## src/sv/spq_pkg.sv

```systemverilog
// shared types and constants for the sorted priority queue
// no dependencies; imported by the controller, datapath and top level
package spq_pkg;

    localparam logic [1:0] OP_ENQ  = 2'd0;
    localparam logic [1:0] OP_DEQ  = 2'd1;
    localparam logic [1:0] OP_PEEK = 2'd2;

    localparam logic [1:0] ST_OK    = 2'd0;
    localparam logic [1:0] ST_FULL  = 2'd1;
    localparam logic [1:0] ST_EMPTY = 2'd2;

    typedef struct packed {
        logic [1:0]         op;
        logic signed [31:0] value;
        logic signed [31:0] priority_req;
    } t_req;

    typedef struct packed {
        logic [1:0]         status;
        logic signed [31:0] out_value;
        logic signed [31:0] out_priority;
    } t_rsp;

    // output side: no result waiting, or one result held
    typedef enum logic {
        S_IDLE,
        S_HOLD
    } t_state;

    typedef struct packed {
        logic       enq;
        logic       deq;
        logic       load_rsp;
        logic       head_sel;
        logic [1:0] status;
    } t_cmd;

    typedef struct packed {
        logic full;
        logic empty;
    } t_dp_status;

endpackage

```

## src/sv/spq_ctrl.sv

```systemverilog
// controller for the sorted priority queue: handshake state machine and op decode
// depends on spq_pkg
module spq_ctrl
    import spq_pkg::*;
(
    input  logic       i_clk,
    input  logic       i_rst_n,
    input  logic       i_in_valid,
    input  logic [1:0] i_op,
    output logic       o_in_stall,
    output logic       o_out_valid,
    input  logic       i_out_stall,
    input  t_dp_status i_dp_status,
    output t_cmd       o_cmd
);

    t_state r_state;
    t_state n_state;
    logic   accept;

    assign o_in_stall  = (r_state == S_HOLD) && i_out_stall;
    assign o_out_valid = (r_state == S_HOLD);
    assign accept      = i_in_valid && !o_in_stall;

    always_comb begin
        unique case (r_state)
            S_IDLE: n_state = accept ? S_HOLD : S_IDLE;
            S_HOLD: begin
                if (accept) begin
                    n_state = S_HOLD;
                end else if (!i_out_stall) begin
                    n_state = S_IDLE;
                end else begin
                    n_state = S_HOLD;
                end
            end
            default: n_state = S_IDLE;
        endcase
    end

    always_comb begin
        o_cmd          = '0;
        o_cmd.load_rsp = accept;
        o_cmd.status   = ST_OK;
        if (accept) begin
            unique case (i_op)
                OP_ENQ: begin
                    o_cmd.enq    = !i_dp_status.full;
                    o_cmd.status = i_dp_status.full ? ST_FULL : ST_OK;
                end
                OP_DEQ: begin
                    o_cmd.deq      = !i_dp_status.empty;
                    o_cmd.head_sel = !i_dp_status.empty;
                    o_cmd.status   = i_dp_status.empty ? ST_EMPTY : ST_OK;
                end
                OP_PEEK: begin
                    o_cmd.head_sel = !i_dp_status.empty;
                    o_cmd.status   = i_dp_status.empty ? ST_EMPTY : ST_OK;
                end
                default: o_cmd.status = ST_OK;
            endcase
        end
    end

    always_ff @(posedge i_clk) begin
        if (!i_rst_n) begin
            r_state <= S_IDLE;
        end else begin
            r_state <= n_state;
        end
    end

    // a held result goes away only when it was taken
    a_hold_until_taken: assert property (@(posedge i_clk) disable iff (!i_rst_n)
        (r_state == S_HOLD) && i_out_stall |=> r_state == S_HOLD)
        else $error("held result dropped while stalled");

    a_no_enq_when_full: assert property (@(posedge i_clk) disable iff (!i_rst_n)
        o_cmd.enq |-> !i_dp_status.full)
        else $error("insert issued on a full queue");

    a_no_deq_when_empty: assert property (@(posedge i_clk) disable iff (!i_rst_n)
        o_cmd.deq |-> !i_dp_status.empty && o_cmd.head_sel)
        else $error("remove issued on an empty queue");

endmodule

```

## src/sv/spq_datapath.sv

```systemverilog
// datapath for the sorted priority queue: row of compare-and-shift cells,
// entry count and result register; depends on spq_pkg
module spq_datapath
    import spq_pkg::*;
#(
    parameter int DEPTH = 8
) (
    input  logic       i_clk,
    input  logic       i_rst_n,
    input  t_req       i_req,
    input  t_cmd       i_cmd,
    output t_dp_status o_dp_status,
    output t_rsp       o_rsp
);

    localparam int CW = $clog2(DEPTH + 1);

    logic signed [31:0] r_val  [DEPTH];
    logic signed [31:0] r_prio [DEPTH];
    logic signed [31:0] n_val  [DEPTH];
    logic signed [31:0] n_prio [DEPTH];
    logic [CW-1:0]      r_count;
    logic [CW-1:0]      n_count;
    t_rsp               r_rsp;
    logic [DEPTH-1:0]   ge;

    assign o_dp_status.full  = (r_count == CW'(DEPTH));
    assign o_dp_status.empty = (r_count == '0);
    assign o_rsp             = r_rsp;

    // held entries form a prefix; ge marks those that stay ahead of the newcomer
    always_comb begin
        for (int i = 0; i < DEPTH; i++) begin
            ge[i] = (CW'(i) < r_count) && !(r_prio[i] < i_req.priority_req);
        end
    end

    for (genvar g = 0; g < DEPTH; g++) begin : g_cell
        logic signed [31:0] up_val;
        logic signed [31:0] up_prio;
        logic signed [31:0] dn_val;
        logic signed [31:0] dn_prio;
        logic               ins_here;

        if (g == 0) begin : g_first
            assign up_val   = i_req.value;
            assign up_prio  = i_req.priority_req;
            assign ins_here = !ge[g];
        end else begin : g_mid
            assign up_val   = r_val[g-1];
            assign up_prio  = r_prio[g-1];
            assign ins_here = !ge[g] && ge[g-1];
        end

        if (g == DEPTH - 1) begin : g_last
            assign dn_val  = r_val[g];
            assign dn_prio = r_prio[g];
        end else begin : g_inner
            assign dn_val  = r_val[g+1];
            assign dn_prio = r_prio[g+1];
        end

        always_comb begin
            n_val[g]  = r_val[g];
            n_prio[g] = r_prio[g];
            if (i_cmd.enq && !ge[g]) begin
                // insert here, or make room by taking the neighbor toward the head
                n_val[g]  = ins_here ? i_req.value : up_val;
                n_prio[g] = ins_here ? i_req.priority_req : up_prio;
            end else if (i_cmd.deq) begin
                n_val[g]  = dn_val;
                n_prio[g] = dn_prio;
            end
        end

        always_ff @(posedge i_clk) begin
            r_val[g]  <= n_val[g];
            r_prio[g] <= n_prio[g];
        end
    end

    always_comb begin
        priority if (i_cmd.enq) begin
            n_count = r_count + CW'(1);
        end else if (i_cmd.deq) begin
            n_count = r_count - CW'(1);
        end else begin
            n_count = r_count;
        end
    end

    always_ff @(posedge i_clk) begin
        if (!i_rst_n) begin
            r_count <= '0;
        end else begin
            r_count <= n_count;
        end
    end

    always_ff @(posedge i_clk) begin
        if (i_cmd.load_rsp) begin
            r_rsp.status       <= i_cmd.status;
            r_rsp.out_value    <= i_cmd.head_sel ? r_val[0] : '0;
            r_rsp.out_priority <= i_cmd.head_sel ? r_prio[0] : '0;
        end
    end

    a_count_bound: assert property (@(posedge i_clk) disable iff (!i_rst_n)
        r_count <= CW'(DEPTH))
        else $error("entry count above depth");

    a_count_step: assert property (@(posedge i_clk) disable iff (!i_rst_n)
        i_cmd.enq |=> r_count == $past(r_count) + CW'(1))
        else $error("count not advanced on insert");

    a_head_order: assert property (@(posedge i_clk) disable iff (!i_rst_n)
        (r_count >= CW'(2)) |-> !(r_prio[0] < r_prio[DEPTH > 1 ? 1 : 0]))
        else $error("head not of highest priority");

endmodule

```

## src/sv/sorted_priority_queue.sv

```systemverilog
// top level of the sorted priority queue: joins controller and datapath
// depends on spq_pkg, spq_ctrl, spq_datapath
//
//  channel | direction | handshake                  | payload
//  --------+-----------+----------------------------+-----------
//  request | in        | i_in_valid / o_in_stall    | i_in_req
//  result  | out       | o_out_valid / i_out_stall  | o_out_rsp
//
// the cell row compares and shifts in parallel for every request
// the result appears in the output register in the cycle after acceptance
// a new request is taken in the same cycle as the previous result is taken
// o_in_stall is high only while a result is held and i_out_stall is high
// reset clears the entry count and the held state; stored entries and the result register need none
module sorted_priority_queue
    import spq_pkg::*;
#(
    parameter int DEPTH = 8
) (
    input  logic i_clk,
    input  logic i_rst_n,
    input  logic i_in_valid,
    output logic o_in_stall,
    input  t_req i_in_req,
    output logic o_out_valid,
    input  logic i_out_stall,
    output t_rsp o_out_rsp
);

    t_cmd       cmd;
    t_dp_status dp_status;

    spq_ctrl u_ctrl (
        .i_clk       (i_clk),
        .i_rst_n     (i_rst_n),
        .i_in_valid  (i_in_valid),
        .i_op        (i_in_req.op),
        .o_in_stall  (o_in_stall),
        .o_out_valid (o_out_valid),
        .i_out_stall (i_out_stall),
        .i_dp_status (dp_status),
        .o_cmd       (cmd)
    );

    spq_datapath #(
        .DEPTH (DEPTH)
    ) u_datapath (
        .i_clk       (i_clk),
        .i_rst_n     (i_rst_n),
        .i_req       (i_in_req),
        .i_cmd       (cmd),
        .o_dp_status (dp_status),
        .o_rsp       (o_out_rsp)
    );

endmodule
```

## config.mk

```make
export PLATFORM = sky130hd
export DESIGN_NAME = sorted_priority_queue
export DESIGN_NICKNAME = d
export VERILOG_FILES = /design/src/sv/spq_pkg.sv /design/src/sv/spq_ctrl.sv /design/src/sv/spq_datapath.sv /design/src/sv/sorted_priority_queue.sv
export SDC_FILE = /design/constraint.sdc
export NUM_CORES = 1
export LEC_CHECK = 0
export ABC_CLOCK_PERIOD_IN_PS = 9560
export BUFFER_PORTS_ARGS = -buffer_cell sky130_fd_sc_hd__buf_2
export CORE_MARGIN = 4
export CORE_UTILIZATION = 50
export CTS_CLUSTER_SIZE = 10
export DETAILED_ROUTE_END_ITERATION = 6
export PLACE_DENSITY = 0.67
export SLEW_MARGIN = 5
export SYNTH_ARGS = -nofsm -noshare
export SYNTH_HDL_FRONTEND = slang
export SYNTH_SLANG_ARGS = --single-unit
```

## constraint.sdc

```tcl
create_clock -name i_clk -period 9.56 [get_ports i_clk]
set_input_delay 0.956 -clock i_clk [delete_from_list [all_inputs] [get_ports i_clk]]
set_output_delay 0.956 -clock i_clk [all_outputs]
set_load 0.1 [all_outputs]
```

==> flow_metrics.py, run 1 <==
metrics = {
    "routing": {
        "wl_per_cell_um": 26.1,
        "first_pass_iters": 6,
        "drc": 0,
        "vias": 28300,
        "via_per_inst": 6.66,
        "drt_wl_total_um": 111000,
        "drtIter0Drc": 3008,
        "drtAntennaViolNets": 0,
    },
    "pwr": {
        "power_frac_clock_pct": 38.9,
        "ir_drop_mv": 0.151,
        "seq_power_share_pct": 46.7,
        "cellLeakagePower_nw": 15.4,
        "combPwrFrac_pct": 14.5,
        "p_per_area_mw_per_mm2": 160,
        "power.switching_mw": 1.81,
        "internal-power_mw": 4.63,
        "sw_frac_of_total_pct": 28.1,
    },
    "yosys": {
        "synth_top_area_cell": "edfxtp_1",
        "seq_area_frac_synth_pct": 47.0,
        "yosys-top-cells-area": "edfxtp_1 (47%), ha_1 (8.6%), mux2_2 (7.8%), mux2i_1 (7.0%), a21oi_1 (5.4%)",
        "syn_area_mm2": 0.0371,
        "yosysWarnings": 0,
        "async_reset_ff_share_pct": 0,
        "synthDistinctLibCells": 64,
        "synth_edf_count": 578,
        "syn_inst": 3292,
        "synth_nets": 3616,
        "ys.flop_type": "edfxtp_1",
        "synth_top_area_share_pct": 46.8,
        "synth_area_per_cell_um2": 11.3,
        "yosys_register_bits": 583,
    },
    "timing": {
        "final.setup.tns_ns": 0,
        "hold_slack_ns": 0.549,
        "finalCritPeriodShare_pct": 56.6,
        "finalClockSkew_ns": 0.0222,
        "final-setup-viol-count": 0,
        "relSlewSlack_pct": 14.5,
        "grt_setup_unrepaired": "no",
        "hold_viol_final": 0,
        "finalCriticalPeriod_ns": 5.41,
        "tightest_slew_ns": 1.28,
        "maxSlewViolCount": 0,
        "fmax_ghz": 0.185,
    },
    "worst_setup_path": {
        "required_ns": 9.89,
        "worst-setup-path-type": "input pin to register",
        "crit_fanout": 67,
        "cp.arrival_ns": 5.74,
        "cp-start-kind": "input pin",
        "end_kind": "register",
    },
    "grt": {
        "antenna_found_initial": 2,
        "grt_overflow": 0,
        "grt_pass1_wl_um": 169000,
        "grtUsageTotal_pct": 27.5,
        "grt_max_degree": 258,
        "grt_pass1_vias": 28800,
    },
    "clock_tree": {
        "cts_resized": 0,
        "cts_tree": "yes",
        "clock_path_buffers": 3,
        "cts_post_setup_buffers_inserted": 0,
        "clk_pin_slew_ns": 0.06,
        "cts_hold_buf": 0,
        "cts_num_sinks": 583,
        "clk-insertion-delay-late_ns": 0.63,
        "root_buffer": "clkbuf_16",
        "htree_levels": 3,
        "cts_buffers": 72,
    },
    "status": {
        "status": "finished, final reports clean",
    },
    "placed_design": {
        "port_buffers": 137,
        "gp_congestion": 0.976,
        "dp_hpwl_um": 67200,
    },
    "die": {
        "fp.dieW_um": 280,
        "die_h_um": 280,
        "start_util_pct": 50.7,
        "dieArea_mm2": 0.0786,
        "ios": 138,
        "core_mm2": 0.0732,
        "num_rows": 99,
    },
    "finish": {
        "fin_nets": 3583,
        "layout.cells.most_common_list": "edfxtp_1 (578), a21oi_1 (400), mux2_2 (258), mux2i_1 (256), ha_1 (253)",
        "drive_gt1_share_pct": 16.7,
        "multi_input_area_mm2": 0.0184,
        "layout_commonest_cell": "edfxtp_1",
        "area_growth_pct": 8.48,
        "regArea_mm2": 0.0175,
        "fillCellCount": 6180,
    },
    "flow_run": {
        "maxCapViolCount": 0,
    },
    "min_path": {
        "hp-class": "register to register",
    },
}
==> cells in the mapped netlist (3+ instances only) <==
| master | count |
|---|---|
| buf_6 | 9 |
| nand3_1 | 78 |
| a21o_1 | 46 |
| buf_1 | 8 |
| and4_1 | 5 |
| o21bai_1 | 3 |
| buf_2 | 79 |
| nand2_1 | 115 |
| a211o_1 | 65 |
| nor3_1 | 5 |
| o211ai_1 | 6 |
| o311ai_0 | 64 |
| buf_4 | 29 |
| edfxtp_1 | 578 |
| o22ai_1 | 65 |
| o31ai_1 | 6 |
| nand4_1 | 41 |
| and3_1 | 4 |
| o21ai_0 | 210 |
| a211oi_1 | 10 |
| o21ai_1 | 19 |
| nor2b_1 | 7 |
| nand2b_1 | 80 |
| inv_1 | 45 |
| nand3b_1 | 98 |
| ha_1 | 254 |
| and2_1 | 69 |
| a21oi_1 | 402 |
| nor2_1 | 96 |
| a221oi_1 | 4 |
| nor4_1 | 5 |
| dfxtp_1 | 5 |
| or3_1 | 34 |
| clkbuf_1 | 155 |
| mux2_2 | 258 |
| o21a_1 | 7 |
| mux2_1 | 31 |
| a31oi_1 | 8 |
| a2111oi_0 | 3 |
| mux2i_1 | 258 |
==> metrics by stage <==
stage	setup WS (ns)	area [um^2]	std cells	power (mW)	util [%]
6_report	4.15	40300	4255	6.44	55.0
5_1_grt	3.88	40300	4254	6.68	55.0
4_1_cts	4.33	40300	4253	6.47	55.0
3_5_place_dp	3.67	38200	4144	3.97	52.2
3_3_place_gp	2.82	38200	4143	3.94	52.2
2_1_floorplan	1.82	37100	3292	3.71	-
==> final timing paths <==
path / startpoint / endpoint / slack (ns) / depth (start not counted)
hold / removal: u_datapath.r_val[1][122] / u_datapath.r_val[1][90] / 0.55 / 1
hold reg to reg: u_datapath.r_val[1][122] / u_datapath.r_val[1][90] / 0.55 / 1
setup / recovery: i_in_req[31] / u_datapath.r_val[0][105] / 4.15 / 13
setup reg to reg: u_ctrl.o_out_valid / u_datapath.r_val[1][37] / 4.31 / 7
==> registers in the layout (all words and copies together) (netlist names) <==
register            cells
u_ctrl.o_out_valid      1
u_datapath.r_val      256
u_datapath.o_rsp       66
u_datapath.r_prio     256
u_datapath.r_count      4
==> per-layer routing <==
layer,global-route usage [%],wire [um],vias to the layer above
met5,0,0,-
met4,10.2,3700,0
met3,4.83,8840,236
met2,45.0,51700,1289
met1,37.0,47000,14200
li1,-,-,12600
==> final cells by class <==
| class | instances | share of cell area (%) |
|---|---|---|
| clock buffer | 91 | 4.68 |
| timing repair buffer | 173 | 2.40 |
| antenna | 2 | 0.0124 |
| clock inverter | 18 | 0.457 |
| inverter | 45 | 0.420 |
| tap | 959 | 2.98 |
| multi-input combinational | 2384 | 45.7 |
| sequential | 583 | 43.4 |
==> cells by family after synthesis <==
kind of cell               share of synthesized area, %
AOI/OAI and AO/OA                                  15.1
xor gates and xnor gates                         0.0472
adders and majority gates                          8.56
buffers and inverters                              4.03
DFF                                                47.0
muxes                                              15.7
and+or+nand+nor                                    9.53
==> power groups by stage <==
stage	Combinational (mW)	Clock, mW	Sequential (mW)
4_1_cts	0.923	2.55	3.00
2_1_floorplan	0.565	0	3.14
3_3_place_gp	0.893	0	3.05
3_5_place_dp	0.920	0	3.05
6_report	0.934	2.50	3.00
5_1_grt	1.01	2.66	3.01
==> worst max-delay path: stages <==
cell	delay, ns
buf_2	0.16
inv_1	0.22
ha_1	0.43
nand4_1	0.30
nor4_1	0.86
a211oi_1	0.20
o21ai_0	0.13
a31oi_1	0.06
o211ai_1	0.24
buf_4	0.78
buf_4	0.88
mux2i_1	0.35
a21oi_1	0.10
(Power assumes the default switching activity.)
==> inputs of run 2 (changes only) <==
ABC_CLOCK_PERIOD_IN_PS = 4700   (was 9560)
PLACE_DENSITY = 0.69   (was 0.67)
clock period = 4.7 ns   (was 9.56 ns; I/O delays follow)
==> run 2 against run 1 <==
Effect of this change:
- sequential power grew 100%
- highest routed layer is now met5
- sequential share of layout area shrank 0.92 points
- core utilization grew 1.2 points
- global-route usage grew 0.45 points
- combinational power grew 110%
- clock power grew 99%
- largest power group unchanged
==> flow_metrics.py, run 2 (synthesized netlist as in run 1, its figures left out) <==
metrics = {
    "clock_tree": {
        "clk-insertion-delay-late_ns": 0.62,
        "clk_pin_slew_ns": 0.06,
        "cts_hold_buf": 0,
        "cts_buffers": 71,
        "clock_path_buffers": 3,
        "cts_num_sinks": 583,
        "root_buffer": "clkbuf_16",
        "cts_post_setup_buffers_inserted": 0,
        "cts_tree": "yes",
        "htree_levels": 3,
        "cts_resized": 0,
    },
    "timing": {
        "relSlewSlack_pct": 26.9,
        "fmax_ghz": 0.237,
        "grt_setup_unrepaired": "no",
        "fin_ws_ns": 0.485,
        "finalCriticalPeriod_ns": 4.22,
        "final.setup.tns_ns": 0,
        "finalCritPeriodShare_pct": 89.7,
        "hold_viol_final": 0,
        "finalClockSkew_ns": 0.0223,
        "final-setup-viol-count": 0,
        "tightest_slew_ns": 1.10,
        "maxSlewViolCount": 0,
    },
    "routing": {
        "via_per_inst": 6.67,
        "drc": 0,
        "wl_per_cell_um": 26.1,
        "drtIter0Drc": 3257,
        "first_pass_iters": 6,
        "vias": 28800,
        "drtAntennaViolNets": 0,
        "drt_wl_total_um": 113000,
    },
    "status": {
        "status": "finished, final reports clean",
    },
    "worst_setup_path": {
        "cp-start-kind": "register",
        "worst-path-stages": 9,
        "r2r-end": "u_datapath.r_val[0][46]",
        "startpoint": "u_datapath.r_prio[0][33]",
        "cpLargestDelayFamily": "compound AO/OA/AOI/OAI gates",
        "crit_fanout": 86,
        "critPathMaxStageDelay_ns": 0.88,
        "cp.arrival_ns": 4.54,
        "path_buf_inv": 2,
        "worst-setup-path-type": "register to register",
        "required_ns": 5.02,
        "r2r_cells": 9,
        "rrSetupSlack_ns": 0.48,
        "r2r-start": "u_datapath.r_prio[0][33]",
        "critical_path.cell_chain": "ha_1, a2111oi_0, nor4b_1, buf_4, o31ai_1, nand4b_1, a31oi_4, buf_12, a21oi_1",
        "slowest_stage": "a2111oi_0",
        "crit_end": "u_datapath.r_val[0][46]",
        "end_kind": "register",
    },
    "die": {
        "num_rows": 99,
        "core_mm2": 0.0732,
        "fp.dieW_um": 280,
        "ios": 138,
        "start_util_pct": 50.7,
        "die_h_um": 280,
        "dieArea_mm2": 0.0786,
    },
    "finish": {
        "fillCellCount": 6024,
        "area_growth_pct": 10.8,
        "fin_nets": 3643,
        "layout.cells.most_common_list": "edfxtp_1 (578), a21oi_1 (400), mux2_2 (258), mux2i_1 (256), ha_1 (253)",
        "drive_gt1_share_pct": 18.1,
        "layout_commonest_cell": "edfxtp_1",
    },
    "grt": {
        "grt_max_degree": 260,
        "grt_overflow": 0,
        "antenna_found_initial": 7,
        "grtUsageTotal_pct": 28.0,
        "grt_pass1_wl_um": 173000,
        "grt_pass1_vias": 29100,
    },
    "flow_run": {
        "maxCapViolCount": 0,
    },
    "pwr": {
        "ir_drop_mv": 0.235,
        "cellLeakagePower_nw": 15.9,
        "p_per_area_mw_per_mm2": 318,
        "design_power_total_mw": 13.1,
    },
    "placed_design": {
        "gp_congestion": 0.955,
        "preCtsSetupSlack_ns": 0.0155,
        "port_buffers": 137,
        "dp_hpwl_um": 72000,
    },
    "min_path": {
        "hp-class": "input pin to register",
    },
}
## run 2: where the power goes
group | leakage (nW) | switching (mW) | internal [mW]
clock | 0.970 | 2.13 | 2.84
combinational | 9.51 | 1.32 | 0.677
sequential | 5.40 | 0.139 | 5.97
## run 2: cell type report
type	count	area, um^2	share of cell area (%)
timing repair buffer	234	1910	4.65
clock buffer	93	1920	4.68
clock inverter	11	71.3	0.173
sequential	583	17500	42.4
inverter	45	169	0.411
tap	959	1200	2.92
multi-input combinational	2384	18400	44.7
antenna	2	5.00	0.0122
## run 2: metal layers
metal  share of wire (%)  track usage (%)  up-vias
met3                 8.6             4.14      232
li1                    -                -    12800
met1                  42             38.5    14300
met2                  46             45.0     1485
met4                 3.2             10.8        2
met5               0.012                0        -
## run 2: worst min path at each step
stage | start | to | cells past startpoint
4_1_cts | i_in_valid | u_ctrl.o_out_valid | 2
6_report | i_in_valid | u_ctrl.o_out_valid | 2
5_1_grt | i_in_valid | u_ctrl.o_out_valid | 2
2_1_floorplan | u_datapath.r_val[0][0] | u_datapath.o_rsp[32] | 1
3_3_place_gp | u_datapath.r_val[1][107] | u_datapath.r_val[1][75] | 1
3_5_place_dp | u_datapath.r_val[0][11] | u_datapath.o_rsp[43] | 1
## run 2: per-stage QoR
stage	instances	instance area [um^2]	hold slack, ns	util [%]
finish	4311	41100	0.108	56.2
global route	4309	41100	0.123	56.2
CTS	4309	41100	0.0798	56.2
detailed placement	4205	39100	0.534	53.5
global placement	4205	39100	0.528	53.5
floorplan	3292	37100	0.524	-
